<file path="src/rtl/core/assert_macros.svh">
// ----------------------------------------------------------------------------
// Assertion macros
// Shared concurrent assertion forms, clocked and reset-qualified.
// ----------------------------------------------------------------------------
`ifndef ASSERT_MACROS_SVH
`define ASSERT_MACROS_SVH

// Property checked at every rising edge outside reset.
`define CET_ASSERT(name, clk, rst_n, prop, msg) \
    name: assert property (@(posedge clk) disable iff (!rst_n) (prop)) else $error(msg);

// Antecedent in one cycle implies consequent in the next.
`define CET_ASSERT_NEXT(name, clk, rst_n, ante, cons, msg) \
    name: assert property (@(posedge clk) disable iff (!rst_n) (ante) |=> (cons)) \
        else $error(msg);

`endif

</file>
<file path="src/rtl/core/cet_pkg.sv">
// ----------------------------------------------------------------------------
// cet_pkg
// Types and constants shared by the condition event trigger modules.
// ----------------------------------------------------------------------------
package cet_pkg;

    localparam int unsigned QUEUE_DEPTH = 2;
    localparam int unsigned QUEUE_PTR_W = 1;
    localparam int unsigned QUEUE_LVL_W = 2;
    localparam int unsigned CFG_DATA_W  = 32;
    localparam int unsigned CFG_INDEX_W = 3;

    // Register indexes of the configuration port
    typedef enum logic [CFG_INDEX_W-1:0] {
        REG_TRIGGER_MODE      = 3'd0,
        REG_HOLD_SECONDS      = 3'd1,
        REG_CHANGE_THRESHOLD  = 3'd2,
        REG_SOURCE_IS_VAR     = 3'd3,
        REG_EVENT_TAG         = 3'd4
    } reg_index_t;

    // Trigger modes
    typedef enum logic [2:0] {
        MODE_CHANGE      = 3'd0,
        MODE_RISING      = 3'd1,
        MODE_FALLING     = 3'd2,
        MODE_STAYS_TRUE  = 3'd3,
        MODE_STAYS_FALSE = 3'd4
    } mode_t;

    // Work class assigned by the front end
    typedef enum logic [2:0] {
        OP_NOP,
        OP_CHG_FAIL,
        OP_CHG_SAMPLE,
        OP_EDGE,
        OP_HOLD_FAIL,
        OP_HOLD_STEP
    } op_t;

    typedef struct packed {
        logic               eval_ok;
        logic               cond_true;
        logic signed [31:0] sample_value;
        logic        [31:0] now_seconds;
    } sample_t;

    typedef struct packed {
        logic        fired;
        logic [15:0] fired_tag;
    } result_t;

    // One classified item in the queue; want is the target level
    typedef struct packed {
        op_t                op;
        logic               want;
        logic               cond_true;
        logic signed [31:0] sample_value;
        logic        [31:0] now_seconds;
    } queue_entry_t;

    typedef struct packed {
        logic                   empty;
        logic                   full;
        logic [QUEUE_LVL_W-1:0] level;
    } queue_status_t;

    typedef struct packed {
        logic        mode_wr;
        logic [2:0]  mode;
        logic [31:0] hold_seconds;
        logic [30:0] change_threshold;
        logic [15:0] event_tag;
    } back_cfg_t;

    function automatic logic mode_initial_flag(input logic [2:0] mode);
        return (mode == MODE_RISING) || (mode == MODE_STAYS_FALSE);
    endfunction

endpackage

</file>
<file path="src/rtl/core/cet_front.sv">
// ----------------------------------------------------------------------------
// cet_front
// Accepts sample items and classifies them by trigger mode.
// ----------------------------------------------------------------------------
module cet_front
    import cet_pkg::*;
(
    input  logic         clk,
    input  logic         rst_n,
    input  logic         sample_valid,
    output logic         sample_stall,
    input  sample_t      sample,
    input  logic [2:0]   trigger_mode,
    input  logic         source_is_variable,
    input  logic         queue_full,
    output logic         push,
    output queue_entry_t entry
);

    logic         valid_reg;
    logic         valid_next;
    queue_entry_t entry_reg;
    queue_entry_t entry_next;
    logic         accept;

    assign push         = valid_reg && !queue_full;
    assign sample_stall = valid_reg && queue_full;
    assign accept       = sample_valid && !sample_stall;
    assign entry        = entry_reg;

    always_comb
    begin
        entry_next.want         = 1'b0;
        entry_next.cond_true    = sample.cond_true;
        entry_next.sample_value = sample.sample_value;
        entry_next.now_seconds  = sample.now_seconds;
        entry_next.op           = OP_NOP;
        unique case (trigger_mode)
            MODE_CHANGE:
            begin
                if (source_is_variable)
                begin
                    entry_next.op = sample.eval_ok ? OP_CHG_SAMPLE : OP_CHG_FAIL;
                end
            end
            MODE_RISING, MODE_FALLING:
            begin
                entry_next.want = (trigger_mode == MODE_RISING);
                if (sample.eval_ok)
                begin
                    entry_next.op = OP_EDGE;
                end
            end
            MODE_STAYS_TRUE, MODE_STAYS_FALSE:
            begin
                entry_next.want = (trigger_mode == MODE_STAYS_TRUE);
                entry_next.op   = sample.eval_ok ? OP_HOLD_STEP : OP_HOLD_FAIL;
            end
            default:
            begin
                entry_next.op = OP_NOP;
            end
        endcase
    end

    always_comb
    begin
        valid_next = valid_reg;
        if (accept)
        begin
            valid_next = 1'b1;
        end
        else if (push)
        begin
            valid_next = 1'b0;
        end
    end

    always_ff @(posedge clk or negedge rst_n)
    begin
        if (!rst_n)
        begin
            valid_reg <= 1'b0;
        end
        else
        begin
            valid_reg <= valid_next;
        end
    end

    always_ff @(posedge clk)
    begin
        if (accept)
        begin
            entry_reg <= entry_next;
        end
    end

endmodule

</file>
<file path="src/rtl/core/cet_queue.sv">
// ----------------------------------------------------------------------------
// cet_queue
// Two-entry queue of classified items between front and back.
// ----------------------------------------------------------------------------
module cet_queue
    import cet_pkg::*;
(
    input  logic          clk,
    input  logic          rst_n,
    input  logic          push,
    input  queue_entry_t  push_entry,
    input  logic          pop,
    output queue_entry_t  head,
    output queue_status_t status
);

    queue_entry_t           slot_reg [QUEUE_DEPTH];
    logic [QUEUE_PTR_W-1:0] wr_ptr_reg;
    logic [QUEUE_PTR_W-1:0] wr_ptr_next;
    logic [QUEUE_PTR_W-1:0] rd_ptr_reg;
    logic [QUEUE_PTR_W-1:0] rd_ptr_next;
    logic [QUEUE_LVL_W-1:0] level_reg;
    logic [QUEUE_LVL_W-1:0] level_next;

    assign head          = slot_reg[rd_ptr_reg];
    assign status.empty  = (level_reg == '0);
    assign status.full   = (level_reg == QUEUE_LVL_W'(QUEUE_DEPTH));
    assign status.level  = level_reg;

    always_comb
    begin
        wr_ptr_next = push ? wr_ptr_reg + 1'b1 : wr_ptr_reg;
        rd_ptr_next = pop  ? rd_ptr_reg + 1'b1 : rd_ptr_reg;
        level_next  = level_reg;
        if (push && !pop)
        begin
            level_next = level_reg + 1'b1;
        end
        else if (pop && !push)
        begin
            level_next = level_reg - 1'b1;
        end
    end

    always_ff @(posedge clk or negedge rst_n)
    begin
        if (!rst_n)
        begin
            wr_ptr_reg <= '0;
            rd_ptr_reg <= '0;
            level_reg  <= '0;
        end
        else
        begin
            wr_ptr_reg <= wr_ptr_next;
            rd_ptr_reg <= rd_ptr_next;
            level_reg  <= level_next;
        end
    end

    always_ff @(posedge clk)
    begin
        if (push)
        begin
            slot_reg[wr_ptr_reg] <= push_entry;
        end
    end

endmodule

</file>
<file path="src/rtl/core/cet_back.sv">
// ----------------------------------------------------------------------------
// cet_back
// Executes classified items against trigger state; registered result.
// ----------------------------------------------------------------------------
module cet_back
    import cet_pkg::*;
(
    input  logic         clk,
    input  logic         rst_n,
    input  back_cfg_t    cfg,
    input  logic         queue_empty,
    input  queue_entry_t head,
    output logic         pop,
    output logic         result_valid,
    input  logic         result_stall,
    output result_t      result
);

    logic               result_valid_reg;
    logic               result_valid_next;
    result_t            result_reg;
    result_t            result_next;

    logic               last_flag_reg;
    logic               last_flag_next;
    logic signed [31:0] last_value_reg;
    logic signed [31:0] last_value_next;
    logic               already_fired_reg;
    logic               already_fired_next;
    logic        [31:0] level_start_reg;
    logic        [31:0] level_start_next;

    logic signed [32:0] chg_diff;
    logic        [32:0] chg_mag;
    logic               chg_hit;
    logic        [32:0] elapsed;
    logic               hold_met;
    logic               fire;

    assign pop          = !queue_empty && (!result_valid_reg || !result_stall);
    assign result_valid = result_valid_reg;
    assign result       = result_reg;

    // |sample - last| against threshold, 33 bits so nothing wraps
    assign chg_diff = {head.sample_value[31], head.sample_value}
                    - {last_value_reg[31], last_value_reg};
    assign chg_mag  = chg_diff[32] ? 33'(-chg_diff) : 33'(chg_diff);
    assign chg_hit  = chg_mag >= {2'b00, cfg.change_threshold};

    // signed elapsed time; negative never meets the hold
    assign elapsed  = {1'b0, head.now_seconds} - {1'b0, level_start_reg};
    assign hold_met = !elapsed[32] && (elapsed[31:0] >= cfg.hold_seconds);

    always_comb
    begin
        last_flag_next     = last_flag_reg;
        last_value_next    = last_value_reg;
        already_fired_next = already_fired_reg;
        level_start_next   = level_start_reg;
        fire               = 1'b0;

        if (pop)
        begin
            unique case (head.op)
                OP_CHG_FAIL:
                begin
                    last_flag_next = 1'b0;
                end
                OP_CHG_SAMPLE:
                begin
                    if (!last_flag_reg)
                    begin
                        last_flag_next  = 1'b1;
                        last_value_next = head.sample_value;
                    end
                    else if (chg_hit)
                    begin
                        fire            = 1'b1;
                        last_value_next = head.sample_value;
                    end
                end
                OP_EDGE:
                begin
                    fire = (head.cond_true == head.want) && (last_flag_reg != head.want);
                    last_flag_next = head.cond_true;
                end
                OP_HOLD_FAIL:
                begin
                    last_flag_next     = !head.want;
                    already_fired_next = 1'b0;
                    level_start_next   = '0;
                end
                OP_HOLD_STEP:
                begin
                    if ((head.cond_true == head.want) && (last_flag_reg == head.want)
                        && !already_fired_reg && hold_met)
                    begin
                        fire               = 1'b1;
                        already_fired_next = 1'b1;
                    end
                    else
                    begin
                        if (head.cond_true != head.want)
                        begin
                            already_fired_next = 1'b0;
                            level_start_next   = '0;
                        end
                        else if (last_flag_reg != head.want)
                        begin
                            level_start_next = head.now_seconds;
                        end
                        last_flag_next = head.cond_true;
                    end
                end
                default:
                begin
                    fire = 1'b0;
                end
            endcase
        end

        // mode write reloads the flag; the user must write it only while idle, this block does not enforce it
        if (cfg.mode_wr)
        begin
            last_flag_next = mode_initial_flag(cfg.mode);
        end
    end

    always_comb
    begin
        result_valid_next = result_valid_reg;
        result_next       = result_reg;
        if (pop)
        begin
            result_valid_next     = 1'b1;
            result_next.fired     = fire;
            result_next.fired_tag = cfg.event_tag;
        end
        else if (!result_stall)
        begin
            result_valid_next = 1'b0;
        end
    end

    always_ff @(posedge clk or negedge rst_n)
    begin
        if (!rst_n)
        begin
            result_valid_reg  <= 1'b0;
            last_flag_reg     <= 1'b0;
            last_value_reg    <= '0;
            already_fired_reg <= 1'b0;
            level_start_reg   <= '0;
        end
        else
        begin
            result_valid_reg  <= result_valid_next;
            last_flag_reg     <= last_flag_next;
            last_value_reg    <= last_value_next;
            already_fired_reg <= already_fired_next;
            level_start_reg   <= level_start_next;
        end
    end

    always_ff @(posedge clk)
    begin
        result_reg <= result_next;
    end

endmodule

</file>
<file path="src/rtl/core/condition_event_trigger.sv">
// ----------------------------------------------------------------------------
// condition_event_trigger
// Change, edge and hold-time trigger on evaluated conditions, one result per item.
// ----------------------------------------------------------------------------
// Usage:
//   sample channel (sample_valid / sample_stall / sample) carries one
//   evaluation: success flag, boolean result, Q16.16 value, time in seconds.
//   result channel (result_valid / result_stall / result) returns exactly
//   one item per sample: fire flag and the configured event tag.
//   cfg_wr_en / cfg_index / cfg_data write the five registers; write only
//   while no item is in flight. Writing trigger_mode reloads the last flag.
// Timing:
//   result_valid rises once the item has passed the front register (loaded
//   on accept), the queue slot and then the result register; each of these
//   is registered. Throughput is one item per cycle while result_stall is
//   low, as the back end updates its state on each pop.
// Reset:
//   rst_n clears the queue, all trigger state and the registers to their
//   defaults (mode change, threshold 1, source is a variable).
// Stalls:
//   a stalled result holds; the two-entry queue keeps accepting until full,
//   then the front register fills and sample_stall rises.
// ----------------------------------------------------------------------------
`include "assert_macros.svh"

module condition_event_trigger
    import cet_pkg::*;
(
    input  logic                   clk,
    input  logic                   rst_n,
    input  logic                   sample_valid,
    output logic                   sample_stall,
    input  sample_t                sample,
    output logic                   result_valid,
    input  logic                   result_stall,
    output result_t                result,
    input  logic                   cfg_wr_en,
    input  logic [CFG_INDEX_W-1:0] cfg_index,
    input  logic [CFG_DATA_W-1:0]  cfg_data
);

    // Configuration registers
    logic [2:0]  trigger_mode_reg;
    logic [31:0] hold_seconds_reg;
    logic [30:0] change_threshold_reg;
    logic        source_is_var_reg;
    logic [15:0] event_tag_reg;
    logic        mode_wr;

    // Front to queue
    logic          push;
    queue_entry_t  push_entry;
    // Queue to back
    queue_entry_t  head;
    queue_status_t q_status;
    logic          pop;
    back_cfg_t     back_cfg;

    assign mode_wr = cfg_wr_en && (cfg_index == REG_TRIGGER_MODE);

    always_ff @(posedge clk or negedge rst_n)
    begin
        if (!rst_n)
        begin
            trigger_mode_reg     <= MODE_CHANGE;
            hold_seconds_reg     <= '0;
            change_threshold_reg <= 31'd1;
            source_is_var_reg    <= 1'b1;
            event_tag_reg        <= '0;
        end
        else if (cfg_wr_en)
        begin
            unique case (cfg_index)
                REG_TRIGGER_MODE:     trigger_mode_reg     <= cfg_data[2:0];
                REG_HOLD_SECONDS:     hold_seconds_reg     <= cfg_data;
                REG_CHANGE_THRESHOLD: change_threshold_reg <= cfg_data[30:0];
                REG_SOURCE_IS_VAR:    source_is_var_reg    <= cfg_data[0];
                REG_EVENT_TAG:        event_tag_reg        <= cfg_data[15:0];
                default:              ; // unused index, write dropped
            endcase
        end
    end

    // Back end sees the new mode in the same cycle it is written
    assign back_cfg.mode_wr          = mode_wr;
    assign back_cfg.mode             = cfg_data[2:0];
    assign back_cfg.hold_seconds     = hold_seconds_reg;
    assign back_cfg.change_threshold = change_threshold_reg;
    assign back_cfg.event_tag        = event_tag_reg;

    cet_front u_front (
        .clk                (clk),
        .rst_n              (rst_n),
        .sample_valid       (sample_valid),
        .sample_stall       (sample_stall),
        .sample             (sample),
        .trigger_mode       (trigger_mode_reg),
        .source_is_variable (source_is_var_reg),
        .queue_full         (q_status.full),
        .push               (push),
        .entry              (push_entry)
    );

    cet_queue u_queue (
        .clk        (clk),
        .rst_n      (rst_n),
        .push       (push),
        .push_entry (push_entry),
        .pop        (pop),
        .head       (head),
        .status     (q_status)
    );

    cet_back u_back (
        .clk          (clk),
        .rst_n        (rst_n),
        .cfg          (back_cfg),
        .queue_empty  (q_status.empty),
        .head         (head),
        .pop          (pop),
        .result_valid (result_valid),
        .result_stall (result_stall),
        .result       (result)
    );

    // Queue never overfills, never pushes while full
    `CET_ASSERT(a_queue_level, clk, rst_n, q_status.level <= QUEUE_LVL_W'(QUEUE_DEPTH), "queue level above depth")
    `CET_ASSERT(a_push_not_full, clk, rst_n, push |-> !q_status.full, "push into full queue")
    // A fresh result always comes from a queue pop
    `CET_ASSERT(a_result_from_pop, clk, rst_n, $rose(result_valid) |-> $past(pop), "result without pop")
    // A waiting result blocks the back end from popping
    `CET_ASSERT_NEXT(a_stall_blocks_pop, clk, rst_n, result_valid && result_stall, !(result_valid && result_stall && pop), "pop while result stalled")

endmodule
</file>
<file path="config.mk">
export PLATFORM = sky130hd
export DESIGN_NAME = condition_event_trigger
export DESIGN_NICKNAME = d
export VERILOG_FILES = /design/src/rtl/core/cet_pkg.sv /design/src/rtl/core/cet_front.sv /design/src/rtl/core/cet_queue.sv /design/src/rtl/core/cet_back.sv /design/src/rtl/core/condition_event_trigger.sv
export VERILOG_INCLUDE_DIRS = /design/src /design/src/rtl/core
export SDC_FILE = /design/constraint.sdc
export NUM_CORES = 1
export LEC_CHECK = 0
export BUFFER_PORTS_ARGS = -buffer_cell sky130_fd_sc_hd__buf_4
export CORE_MARGIN = 5
export CORE_UTILIZATION = 53
export CTS_CLUSTER_SIZE = 25
export DETAILED_ROUTE_END_ITERATION = 12
export GPL_TIMING_DRIVEN = 0
export PLACE_DENSITY = 0.71
export SLEW_MARGIN = 30
export SYNTH_ARGS = -nofsm -noshare
export SYNTH_HDL_FRONTEND = slang
export SYNTH_SLANG_ARGS = --single-unit
</file>
<file path="constraint.sdc">
create_clock -name clk -period 8 [get_ports clk]
set_input_delay 1.6 -clock clk [delete_from_list [all_inputs] [get_ports clk]]
set_output_delay 1.6 -clock clk [all_outputs]
set_load 0.005 [all_outputs]
</file>
==> results_dict.tcl <==
set metrics [dict create \
    synth_flop_cell "edfxtp_1" \
    fin_skew_ns 0.02121 \
    crit_type "reg2reg" \
    coreArea_mm2 0.03740 \
    grt_max_degree 61 \
    rows 71 \
    fp.dieW_um 204.1 \
    crit_required_ns 8.44 \
    grt_antenna_before_repair 0 \
    routabilityCongestion 0.9136 \
    synth_top_cell_by_area "edfxtp_1" \
    relSlewSlack 0.3252 \
    via_per_inst 5.516 \
    hold_class "reg2reg" \
    drt_pass1_iterations 5 \
    drt-total-wl_um 44020 \
    yosysTopAreaCellShare 0.3370 \
    grt_pass1_wl_um 70980 \
    final-setup-viol-count 0 \
    start_kind "register" \
    drv_slew 0 \
    yosysWarnings 0 \
    io_pins 125 \
    ys_ff_latch 379 \
    cts_buffer_depth 3 \
    num-nets-final 2153 \
    drc_errors 0 \
    ant_nets 0 \
    cts_inserted_buffers 40 \
    status "completed" \
    clkTransAtPathRegs_ns 0.06 \
    synth_edf_count 224 \
    drive_above_1_share 0.1725 \
    tightest_slew_ns 1.006 \
    synth_seq_area_share 0.5315 \
    start_util 0.5336 \
    final_util 0.6186 \
    largest_reg_flops 138 \
    max_freq_ghz 0.1319 \
    finalSetupTns_ns 0 \
    syn_area_mm2 0.01996 \
    yosysMostFrequentCell "edfxtp_1" \
    grt_pass1_vias 13730 \
    cp-end-kind "register" \
    synth.net_count 1980 \
    cts_tree "done" \
    ys_top_cells_by_area "edfxtp_1 34%, dfrtp_1 19%, ha_1 8.1%" \
    num_vias 13560 \
    synthDistinctLibCells 85 \
    cp_slowest_cell "dfrtp_2" \
    hpwlAfterDp_um 33380 \
    drt_iter0_markers 846 \
    cts_root_buffer "clkbuf_16" \
    n_antenna_cell 0 \
    cpPeakStageDelay_ns 0.50 \
    synthCells 1743 \
    async_reset_ff_frac 0.4090 \
    fp.dieH_um 204.1 \
    cts.sinks 379 \
    path_max_fanout 10 \
    arrival_ns 8.02 \
    timing.final.crit_share 0.9478 \
    gr-total-overflow 0 \
    dp.cells 2385 \
    fp.dieArea_mm2 0.04164 \
    min_period_ns 7.583 \
    wl_per_cell_um 17.90 \
    synthTopCellsByCount "224 x edfxtp_1, 188 x inv_1, 161 x nand2_1" \
    cts_hold_buf 0 \
    maxCapViolations 0 \
    fin_cells 2459 \
    placement.io_buffers 124 \
    insertion_delay_ns 0.57 \
    cts_max_level 2 \
    syn_avg_cell_area_um2 11.45 \
    syn2layout_area_growth_pct 15.92 \
    track_usage 0.2126 \
    hold_viol 0 \
]
-- placed cells by master, fill, tap and decap left out, types with 14 or more instances in the layout --
master / instances
a21o_1: 59
inv_1: 188
o21ai_0: 100
mux2_2: 58
dfrtp_1: 152
xor2_1: 22
nand3_1: 21
mux2_4: 28
clkbuf_16: 41
edfxtp_1: 224
buf_4: 124
nor2b_1: 14
nor3_1: 22
ha_1: 129
mux2i_1: 46
nor2_1: 58
xnor2_1: 58
clkbuf_1: 42
o31ai_1: 37
a21oi_1: 79
nand4_1: 14
a31oi_1: 16
nand2_1: 161
-- worst max-delay path: cells and delay by family, from the launching register on --
kind / cells / cell delay (ns)
AOI/OAI and AO/OA: 9 / 1.99
and+or+nand+nor: 8 / 1.89
buffers and inverters: 5 / 1.20
muxes: 3 / 1.06
adders and majority gates: 2 / 0.62
DFF: 1 / 0.50
xor gates and xnor gates: 1 / 0.17
-- cells by family after synthesis --
family / Yosys count / share of synthesized area
and+or+nand+nor: 374 / 0.09065
muxes: 132 / 0.07686
xor gates and xnor gates: 82 / 0.03674
DFF: 379 / 0.5315
buffers and inverters: 243 / 0.04739
adders and majority gates: 131 / 0.08288
AOI/OAI and AO/OA: 402 / 0.1340
-- final timing paths --
path	slack [ns]	cells after the start	startpoint	end
setup / recovery	0.42	28	u_queue.rd_ptr_reg	u_back.last_value_reg[4]
hold / removal	0.44	0	u_front.entry[26]	u_queue.slot_reg[1][26]
setup reg to reg	0.42	28	u_queue.rd_ptr_reg	u_back.last_value_reg[4]
hold reg to reg	0.44	0	u_front.entry[26]	u_queue.slot_reg[1][26]
max in group asynchronous	6.42	2	rst_n	change_threshold_reg[0]
min in group asynchronous	0.91	1	rst_n	u_back.level_start_reg[6]
-- final cells by class --
cell class / count / area, um^2
fill: 2946 / 14260
sequential: 379 / 10610
multi-input combinational: 1121 / 8448
timing repair buffer: 132 / 1131
clock buffer: 46 / 1055
inverter: 188 / 705.7
tap: 511 / 639.4
clock inverter: 28 / 297.8
buffer: 54 / 249.0
-- per-stage QoR --
| step | area (um^2) | hold slack (ns) | setup WS, ns |
|---|---|---|---|
| 4_1_cts | 23100 | 0.4449 | 0.005852 |
| 3_5_place_dp | 21740 | 0.4302 | -1.508 |
| 5_1_grt | 23130 | 0.4538 | -0.007380 |
| 2_1_floorplan | 19960 | 0.4211 | 0.6647 |
| 6_report | 23130 | 0.4416 | 0.4172 |
| 3_3_place_gp | 21530 | 0.4217 | -1.497 |
-- layer usage --
metal | wire length [um] | vias up | GRT usage
li1 | - | 6617 | -
met1 | 21270 | 6580 | 0.3113
met2 | 19630 | 305 | 0.3327
met3 | 2106 | 61 | 0.03681
met4 | 1022 | 0 | 0.05504
met5 | 0 | - | 0
-- timing repair --
| action | in CTS | in global routing |
|---|---|---|
| hold endpoints to repair | 0 | 0 |
| pin swaps | 0 | 2 |
| gates resized for setup | 9 | 8 |
| endpoints found under the setup margin | 33 | 32 |
| setup buffers | 0 | 1 |
Power is left out: the tool's default activity adds up to more than one toggle a clock period on the data nets, which glitch-free logic cannot reach.
